===== config.mk =====
export PLATFORM = sky130hd
export DESIGN_NAME = overwrite_ring_with_peek_commit_flat
export DESIGN_NICKNAME = d
export VERILOG_FILES = /design/src/design/ovr_pkg.sv /design/src/design/ovr_item_if.sv /design/src/design/ovr_result_if.sv /design/src/design/ovr_ram.sv /design/src/design/ovr_wrap_add.sv /design/src/design/overwrite_ring_with_peek_commit.sv /design/src/flat_wrapper.sv
export SDC_FILE = /design/constraint.sdc
export NUM_CORES = 2
export LEC_CHECK = 0
export ABC_AREA = 1
export BUFFER_PORTS_ARGS = -buffer_cell sky130_fd_sc_hd__buf_2
export CAP_MARGIN = 25
export CORE_MARGIN = 10
export CORE_UTILIZATION = 60
export DETAILED_ROUTE_END_ITERATION = 7
export PLACE_DENSITY = 0.73
export SLEW_MARGIN = 25
export SYNTH_ARGS = -nofsm -noshare
export SYNTH_HDL_FRONTEND = slang
export SYNTH_HIERARCHICAL = 1
export SYNTH_SLANG_ARGS = --single-unit

===== constraint.sdc =====
create_clock -name clk -period 12.5 [get_ports clk]
set_input_delay 1.875 -clock clk [delete_from_list [all_inputs] [get_ports clk]]
set_output_delay 1.875 -clock clk [all_outputs]
set_load 0.01 [all_outputs]

===== src/design/ovr_pkg.sv =====
package ovr_pkg;

	localparam int unsigned DEF_RING_DEPTH = 32;
	localparam int unsigned MAX_RESULTS    = 32;

	localparam int unsigned ACT_W   = 2;
	localparam int unsigned STAMP_W = 32;
	localparam int unsigned OCC_W   = 16;
	localparam int unsigned SEQ_W   = 8;
	localparam int unsigned REQ_W   = 6;
	localparam int unsigned CNT_W   = 6;
	localparam int unsigned ENTRY_W = STAMP_W + OCC_W + SEQ_W;

	typedef enum logic [ACT_W-1:0] {
		ACT_PUSH  = 2'd0,
		ACT_PEEK  = 2'd1,
		ACT_DRAIN = 2'd2,
		ACT_NOP   = 2'd3
	} ovr_action_t;

	typedef enum logic [1:0] {
		ST_IDLE,
		ST_RD,
		ST_WT
	} ovr_state_t;

	typedef struct packed {
		logic                    entry_valid;
		logic [STAMP_W-1:0]      res_stamp;
		logic signed [OCC_W-1:0] res_occupancy;
		logic [SEQ_W-1:0]        res_seq;
		logic                    last_of_run;
		logic                    overwrote_oldest;
		logic [CNT_W-1:0]        removed_number;
		logic [CNT_W-1:0]        fill_after;
	} ovr_res_t;

endpackage


===== src/design/ovr_item_if.sv =====
interface ovr_item_if;
	logic                                    valid;
	logic                                    ready;
	logic [ovr_pkg::ACT_W-1:0]               action;
	logic [ovr_pkg::STAMP_W-1:0]             stamp_seconds;
	logic signed [ovr_pkg::OCC_W-1:0]        occupancy;
	logic [ovr_pkg::SEQ_W-1:0]               seq_tag;
	logic [ovr_pkg::REQ_W-1:0]               request_number;

	modport source (
		output valid, action, stamp_seconds, occupancy, seq_tag, request_number,
		input  ready
	);
	modport sink (
		input  valid, action, stamp_seconds, occupancy, seq_tag, request_number,
		output ready
	);
endinterface


===== src/design/ovr_result_if.sv =====
interface ovr_result_if;
	logic                             valid;
	logic                             ready;
	logic                             entry_valid;
	logic [ovr_pkg::STAMP_W-1:0]      res_stamp;
	logic signed [ovr_pkg::OCC_W-1:0] res_occupancy;
	logic [ovr_pkg::SEQ_W-1:0]        res_seq;
	logic                             last_of_run;
	logic                             overwrote_oldest;
	logic [ovr_pkg::CNT_W-1:0]        removed_number;
	logic [ovr_pkg::CNT_W-1:0]        fill_after;

	modport source (
		output valid, entry_valid, res_stamp, res_occupancy, res_seq, last_of_run,
		       overwrote_oldest, removed_number, fill_after,
		input  ready
	);
	modport sink (
		input  valid, entry_valid, res_stamp, res_occupancy, res_seq, last_of_run,
		       overwrote_oldest, removed_number, fill_after,
		output ready
	);
endinterface


===== src/design/ovr_ram.sv =====
module ovr_ram #(
	parameter int unsigned WIDTH = ovr_pkg::ENTRY_W,
	parameter int unsigned DEPTH = ovr_pkg::DEF_RING_DEPTH,
	localparam int unsigned AW = $clog2(DEPTH)
) (
	input  logic             clk,
	input  logic             we,
	input  logic [AW-1:0]    waddr,
	input  logic [WIDTH-1:0] wdata,
	input  logic             re,
	input  logic [AW-1:0]    raddr,
	output logic [WIDTH-1:0] rdata
);

	logic [WIDTH-1:0] mem_q [DEPTH];

	always_ff @(posedge clk) begin
		if (we) begin
			mem_q[waddr] <= wdata;
		end
		if (re) begin
			rdata <= mem_q[raddr];
		end
	end

endmodule


===== src/design/ovr_wrap_add.sv =====
// pos + step modulo DEPTH; pos < DEPTH and step <= DEPTH, so one subtract wraps it
module ovr_wrap_add #(
	parameter int unsigned DEPTH = ovr_pkg::DEF_RING_DEPTH,
	localparam int unsigned POS_W  = $clog2(DEPTH),
	localparam int unsigned FILL_W = $clog2(DEPTH + 1),
	localparam int unsigned SUM_W  = FILL_W + 1
) (
	input  logic [POS_W-1:0]  pos,
	input  logic [FILL_W-1:0] step,
	output logic [POS_W-1:0]  next_pos
);

	logic [SUM_W-1:0] sum;
	logic [SUM_W-1:0] wrapped;

	always_comb begin
		sum     = SUM_W'(pos) + SUM_W'(step);
		wrapped = (sum >= SUM_W'(DEPTH)) ? (sum - SUM_W'(DEPTH)) : sum;
		next_pos = wrapped[POS_W-1:0];
	end

endmodule


===== src/design/overwrite_ring_with_peek_commit.sv =====
// Push, drain and no-op: result loads into the output register at the accept edge.
// Peek: each entry is a registered RAM read (ST_RD), then an output load (ST_WT) that
// waits until the output register is free; a peek of nothing answers at the accept edge.
// Single RAM read port, one shared wrap adder; no item is accepted during a peek walk.
// Reset (arst_n low, async): pointers, fill level, sequencer and output valid clear;
// ring storage is not cleared and holds garbage until written.
module overwrite_ring_with_peek_commit #(
	parameter int unsigned RING_DEPTH = ovr_pkg::DEF_RING_DEPTH
) (
	input  logic               clk,
	input  logic               arst_n,
	ovr_item_if.sink           item,
	ovr_result_if.source       result
);

	localparam int unsigned POS_W  = $clog2(RING_DEPTH);
	localparam int unsigned FILL_W = $clog2(RING_DEPTH + 1);
	localparam int unsigned CMP_W  = (FILL_W > ovr_pkg::REQ_W) ? FILL_W : ovr_pkg::REQ_W;
	localparam int unsigned CNT_W  = ovr_pkg::CNT_W;

	// sequencer and ring pointers
	ovr_pkg::ovr_state_t state_q, state_d;
	logic [POS_W-1:0]  wp_q, wp_d;
	logic [POS_W-1:0]  rp_q, rp_d;
	logic [FILL_W-1:0] fill_q, fill_d;
	logic [POS_W-1:0]  addr_q, addr_d;     // peek walk address
	logic [CNT_W-1:0]  remain_q, remain_d; // peek entries still to emit

	// output register
	ovr_pkg::ovr_res_t res_q, res_d;
	logic              res_valid_q;
	logic              load;
	logic              out_free;

	// shared wrap adder operands
	logic [POS_W-1:0]  unit_pos;
	logic [FILL_W-1:0] unit_step;
	logic [POS_W-1:0]  unit_next;

	// ring memory ports
	logic                         ram_we;
	logic                         ram_re;
	logic [ovr_pkg::ENTRY_W-1:0]  ram_wdata;
	logic [ovr_pkg::ENTRY_W-1:0]  ram_rdata;

	ovr_pkg::ovr_action_t act;
	logic              full;
	logic [CMP_W-1:0]  req_x;
	logic [CMP_W-1:0]  fill_x;
	logic [CMP_W-1:0]  n_fill;   // request clamped to fill (drain count)
	logic [CMP_W-1:0]  n_peek;   // also clamped to the result limit

	assign act      = ovr_pkg::ovr_action_t'(item.action);
	assign full     = (fill_q == FILL_W'(RING_DEPTH));
	assign out_free = !res_valid_q || result.ready;
	assign req_x    = CMP_W'(item.request_number);
	assign fill_x   = CMP_W'(fill_q);
	assign n_fill   = (req_x < fill_x) ? req_x : fill_x;
	assign n_peek   = (n_fill > CMP_W'(ovr_pkg::MAX_RESULTS)) ?
		CMP_W'(ovr_pkg::MAX_RESULTS) : n_fill;
	assign ram_wdata = {item.stamp_seconds, item.occupancy, item.seq_tag};

	ovr_wrap_add #(
		.DEPTH(RING_DEPTH)
	) u_wrap (
		.pos     (unit_pos),
		.step    (unit_step),
		.next_pos(unit_next)
	);

	ovr_ram #(
		.WIDTH(ovr_pkg::ENTRY_W),
		.DEPTH(RING_DEPTH)
	) u_ring (
		.clk  (clk),
		.we   (ram_we),
		.waddr(wp_q),
		.wdata(ram_wdata),
		.re   (ram_re),
		.raddr(addr_q),
		.rdata(ram_rdata)
	);

	always_ff @(posedge clk or negedge arst_n) begin
		if (!arst_n) begin
			state_q <= ovr_pkg::ST_IDLE;
		end else begin
			state_q <= state_d;
		end
	end

	// Next state, pointer updates and result build.
	always_comb begin
		state_d   = state_q;
		item.ready = 1'b0;
		ram_we    = 1'b0;
		ram_re    = 1'b0;
		load      = 1'b0;
		fill_d    = fill_q;
		wp_d      = wp_q;
		rp_d      = rp_q;
		addr_d    = addr_q;
		remain_d  = remain_q;
		unit_pos  = rp_q;
		unit_step = '0;
		res_d     = '0;
		res_d.last_of_run = 1'b1;
		res_d.fill_after  = CNT_W'(fill_q);

		case (state_q)
			ovr_pkg::ST_IDLE: begin
				item.ready = out_free;
				case (act)
					ovr_pkg::ACT_PUSH: begin
						unit_pos  = wp_q;
						unit_step = FILL_W'(1);
					end
					ovr_pkg::ACT_DRAIN: begin
						unit_pos  = rp_q;
						unit_step = FILL_W'(n_fill);
					end
					default: begin
						unit_pos  = rp_q;
						unit_step = '0;
					end
				endcase
				if (item.valid && out_free) begin
					case (act)
						ovr_pkg::ACT_PUSH: begin
							ram_we = 1'b1;
							wp_d   = unit_next;
							// full ring: write slot == oldest slot, both move on together
							if (full) begin
								rp_d = unit_next;
								res_d.overwrote_oldest = 1'b1;
							end else begin
								fill_d = fill_q + FILL_W'(1);
							end
							res_d.fill_after = CNT_W'(fill_d);
							load = 1'b1;
						end
						ovr_pkg::ACT_PEEK: begin
							if (n_peek == '0) begin
								load = 1'b1;
							end else begin
								addr_d   = rp_q;
								remain_d = CNT_W'(n_peek);
								state_d  = ovr_pkg::ST_RD;
							end
						end
						ovr_pkg::ACT_DRAIN: begin
							rp_d   = unit_next;
							fill_d = fill_q - FILL_W'(n_fill);
							res_d.removed_number = CNT_W'(n_fill);
							res_d.fill_after     = CNT_W'(fill_d);
							load = 1'b1;
						end
						default: begin
							load = 1'b1;
						end
					endcase
				end
			end
			ovr_pkg::ST_RD: begin
				ram_re  = 1'b1;
				state_d = ovr_pkg::ST_WT;
			end
			ovr_pkg::ST_WT: begin
				unit_pos  = addr_q;
				unit_step = FILL_W'(1);
				if (out_free) begin
					load = 1'b1;
					res_d.entry_valid   = 1'b1;
					res_d.res_stamp     = ram_rdata[ovr_pkg::ENTRY_W-1 -: ovr_pkg::STAMP_W];
					res_d.res_occupancy = ram_rdata[ovr_pkg::SEQ_W +: ovr_pkg::OCC_W];
					res_d.res_seq       = ram_rdata[ovr_pkg::SEQ_W-1:0];
					res_d.last_of_run   = (remain_q == CNT_W'(1));
					remain_d = remain_q - CNT_W'(1);
					addr_d   = unit_next;
					state_d  = (remain_q == CNT_W'(1)) ? ovr_pkg::ST_IDLE : ovr_pkg::ST_RD;
				end
			end
			default: begin
				state_d = ovr_pkg::ST_IDLE;
			end
		endcase
	end

	always_ff @(posedge clk or negedge arst_n) begin
		if (!arst_n) begin
			wp_q        <= '0;
			rp_q        <= '0;
			fill_q      <= '0;
			addr_q      <= '0;
			remain_q    <= '0;
			res_valid_q <= 1'b0;
		end else begin
			wp_q     <= wp_d;
			rp_q     <= rp_d;
			fill_q   <= fill_d;
			addr_q   <= addr_d;
			remain_q <= remain_d;
			if (load) begin
				res_valid_q <= 1'b1;
			end else if (result.ready) begin
				res_valid_q <= 1'b0;
			end
		end
	end

	// result word holds until taken
	always_ff @(posedge clk) begin
		if (load) begin
			res_q <= res_d;
		end
	end

	assign result.valid            = res_valid_q;
	assign result.entry_valid      = res_q.entry_valid;
	assign result.res_stamp        = res_q.res_stamp;
	assign result.res_occupancy    = res_q.res_occupancy;
	assign result.res_seq          = res_q.res_seq;
	assign result.last_of_run      = res_q.last_of_run;
	assign result.overwrote_oldest = res_q.overwrote_oldest;
	assign result.removed_number   = res_q.removed_number;
	assign result.fill_after       = res_q.fill_after;

	a_fill_bound: assert property (@(posedge clk) disable iff (!arst_n)
		fill_q <= FILL_W'(RING_DEPTH))
		else $error("fill level above ring depth");

	a_push_grows: assert property (@(posedge clk) disable iff (!arst_n)
		(item.valid && item.ready && act == ovr_pkg::ACT_PUSH && !full)
		|=> (fill_q == $past(fill_q) + FILL_W'(1)))
		else $error("push into non-full ring did not grow fill");

	a_plain_is_last: assert property (@(posedge clk) disable iff (!arst_n)
		(res_valid_q && !res_q.entry_valid) |-> res_q.last_of_run)
		else $error("non-entry word without last flag");

	a_walk_count: assert property (@(posedge clk) disable iff (!arst_n)
		(state_q != ovr_pkg::ST_IDLE) |-> (remain_q != '0))
		else $error("peek walk with nothing left");

	a_walk_holds_ptrs: assert property (@(posedge clk) disable iff (!arst_n)
		(state_q != ovr_pkg::ST_IDLE) |=> ($stable(fill_q) && $stable(rp_q)))
		else $error("ring pointers moved during peek");

endmodule


===== src/flat_wrapper.sv =====
// flat-port wrapper written by rule: the top's interface ports become plain ports
module overwrite_ring_with_peek_commit_flat 
#(
	parameter int unsigned RING_DEPTH = ovr_pkg::DEF_RING_DEPTH
)
  (clk, arst_n, item_valid, item_action, item_stamp_seconds, item_occupancy, item_seq_tag, item_request_number, item_ready, result_valid, result_entry_valid, result_res_stamp, result_res_occupancy, result_res_seq, result_last_of_run, result_overwrote_oldest, result_removed_number, result_fill_after, result_ready);
  ovr_item_if item_i ();
  ovr_result_if result_i ();
  input  logic clk;
  input  logic arst_n;
  input wire logic [$bits(item_i.valid)-1:0] item_valid;
  input wire logic [$bits(item_i.action)-1:0] item_action;
  input wire logic [$bits(item_i.stamp_seconds)-1:0] item_stamp_seconds;
  input wire logic [$bits(item_i.occupancy)-1:0] item_occupancy;
  input wire logic [$bits(item_i.seq_tag)-1:0] item_seq_tag;
  input wire logic [$bits(item_i.request_number)-1:0] item_request_number;
  output wire logic [$bits(item_i.ready)-1:0] item_ready;
  output wire logic [$bits(result_i.valid)-1:0] result_valid;
  output wire logic [$bits(result_i.entry_valid)-1:0] result_entry_valid;
  output wire logic [$bits(result_i.res_stamp)-1:0] result_res_stamp;
  output wire logic [$bits(result_i.res_occupancy)-1:0] result_res_occupancy;
  output wire logic [$bits(result_i.res_seq)-1:0] result_res_seq;
  output wire logic [$bits(result_i.last_of_run)-1:0] result_last_of_run;
  output wire logic [$bits(result_i.overwrote_oldest)-1:0] result_overwrote_oldest;
  output wire logic [$bits(result_i.removed_number)-1:0] result_removed_number;
  output wire logic [$bits(result_i.fill_after)-1:0] result_fill_after;
  input wire logic [$bits(result_i.ready)-1:0] result_ready;
  assign item_i.valid = item_valid;
  assign item_i.action = item_action;
  assign item_i.stamp_seconds = item_stamp_seconds;
  assign item_i.occupancy = item_occupancy;
  assign item_i.seq_tag = item_seq_tag;
  assign item_i.request_number = item_request_number;
  assign item_ready = item_i.ready;
  assign result_valid = result_i.valid;
  assign result_entry_valid = result_i.entry_valid;
  assign result_res_stamp = result_i.res_stamp;
  assign result_res_occupancy = result_i.res_occupancy;
  assign result_res_seq = result_i.res_seq;
  assign result_last_of_run = result_i.last_of_run;
  assign result_overwrote_oldest = result_i.overwrote_oldest;
  assign result_removed_number = result_i.removed_number;
  assign result_fill_after = result_i.fill_after;
  assign result_i.ready = result_ready;
  overwrite_ring_with_peek_commit #(.RING_DEPTH(RING_DEPTH)) u_core (.clk(clk), .arst_n(arst_n), .item(item_i), .result(result_i));
endmodule

==> metrics.cfg <==
[timing]
whs_ns=0.5110
min_period_ns=6.146
slew_viol_final=0
tns_ns=0
rsz0062_at_grt=no
fmax_mhz=162.7
hold_viol_final=0
fin_crit_sh_pct=49.17
setup_viol=0
finClkSkew_ns=0.03545
max_slew.worst_pin.slew_ns=1.096
slew-limit-headroom_pct=26.91

[critical_path]
arrival_ns=6.59
required_ns=12.94
r2r-end=u_core/u_ring/mem_q[15][39]
r2r-start=u_core/state_q[0]
criticalPathCategory=in2reg
crit_path_end_kind=flip-flop
critPathLaunchType=input pin
rr_worst_depth=6
path_max_fanout=32
r2r_slack_ns=7.14

[route]
postRouteWirelength_mm=208.2
first_pass_iters=6
drt-initial-drc-count=7241
ant_nets=0
drcViolationCount=0
via_per_inst=6.069
vias=52396
routedWlPerCell_um=24.12

[layout]
final_cells=8633
nets=6816
area_growth_pct=9.692
drive_above_1_share_pct=7.712
final_cell_area_um2=86780
num-fill-cells=9352

[synthesis]
synthesis.area_um2=79110
syn_area_per_cell_um2=11.77
syn_nets=6810
syn_inst=6722
yosysWarnings=6

[global_routing]
grt_pass1_wl_mm=310.7
grt_antenna_before_repair=12
grt_pass1_vias=50251
grt_start_max_net_pins=210
grt_remaining_overflow=0
grt_usage_pct=27.85

[run]
maxCapViolCount=0

[floorplanning]
rows=133
io_pins=141
die-height_um=383.1
fp.dieArea_um2=146800
initial_core_util_pct=60.26
dieWidth_um=383.1
coreArea_um2=131300

[clocking]
cts_setup_buffers=0
numCtsBuffers=189
root_buffer=clkbuf_16
cts_tree=built
hold_buffers=0
clkTransAtPathRegs_ns=0.06
htreeDepth=4
max-clock-path-buffers=3
cts-resized-gates=0
clock_latency_ns=0.84
cts_sinks=1949

[pwr]
p_leak_nw=32.01
ir_worst_vdd_mv=0.2322
powerDensity_nw_per_um2=210.8

[hold_path]
hold_path.class=reg2reg
whs_endpoint=u_core/remain_q[2]
min_path_cells=2
holdCritStartpoint=u_core/remain_q[2]

[outcome]
status=finished, final reports clean

[place]
dp_hpwl_mm=109.6
io_buffers=140
dp.cells=8291
dpl_cell_area_um2=80870
place.gp.congestion=0.8352

## metrics by stage
step	total power, mW	utilization (%)	worst slack [ns]
finish	18.29	66.09	6.354
global route	19.11	66.09	6.361
CTS	18.26	66.05	6.575
floorplan	11.24	-	6.717
detailed placement	12.86	61.59	5.726
global placement	12.77	61.55	5.737
## layer usage
metal  track usage, %  wire, µm
met5                0        13
met1            38.15     79760
met3            5.664     22740
met2            44.59     99120
met4            9.621      6574
## registers in the layout, summed over array words and instances (netlist names), 8 cells and up
signal                       cells
u_core/result.res_occupancy     16
u_core/result.res_seq            8
u_core/result.res_stamp         32
u_core/u_ring/mem_q           1792
u_core/u_ring/rdata             56
## where the power goes
part           internal (mW)  switching (mW)  total, mW
logic                   1.34            3.74       5.08
registers               7.54           0.226       7.77
clock network           3.07            2.38       5.45
## area by class of cell
class	instances	area, µm²	share of cell area [%]
Sequential cell	1949	58390	67.29
Multi-Input combinational cell	4253	18400	21.20
Clock buffer	238	4955	5.710
Tap cell	1755	2196	2.530
Timing Repair Buffer	213	1424	1.641
Clock inverter	97	902.1	1.040
Inverter	122	498.0	0.5738
Antenna cell	6	15.01	0.01730
## how the worst max path moves through the flow
| stage | startpoint | to | slack [ns] | cells after the start |
|---|---|---|---|---|
| after floorplan | item_action[1] | u_core/u_ring/mem_q[31][0] | 6.72 | 5 |
| after global placement | item_action[1] | u_core/u_ring/mem_q[22][34] | 5.74 | 7 |
| after detailed placement | item_action[1] | u_core/u_ring/mem_q[11][45] | 5.73 | 7 |
| after CTS | item_action[1] | u_core/u_ring/mem_q[11][54] | 6.57 | 7 |
| after global routing | item_action[1] | u_core/u_ring/mem_q[12][44] | 6.36 | 7 |
| final | item_action[1] | u_core/u_ring/mem_q[15][39] | 6.35 | 7 |
## critical path, stage by stage
cell and delay (ns):
buf_2 0.11, nor2_1 0.55, inv_1 0.31, nor2_1 0.83
nand3_1 0.98, nor2_4 1.12, buf_4 0.73
## layout by cell type, fill, tap and decap left out, types with 6 or more instances in the layout
| master | count |
|---|---|
| edfxtp_1 | 1919 |
| nor2_4 | 33 |
| bufinv_16 | 13 |
| clkinv_2 | 29 |
| nand3_1 | 1382 |
| nand2_1 | 2628 |
| ha_1 | 18 |
| diode_2 | 6 |
| clkbuf_16 | 190 |
| buf_4 | 58 |
| buf_12 | 8 |
| clkbuf_1 | 46 |
| dfrtp_1 | 25 |
| buf_2 | 140 |
| nor2_1 | 98 |
| a21oi_1 | 7 |
| inv_6 | 7 |
| o21ai_0 | 29 |
| clkinv_1 | 39 |
| nand2_2 | 7 |
| o211ai_1 | 7 |
| inv_1 | 113 |
Power figures use the tool's default switching activity.
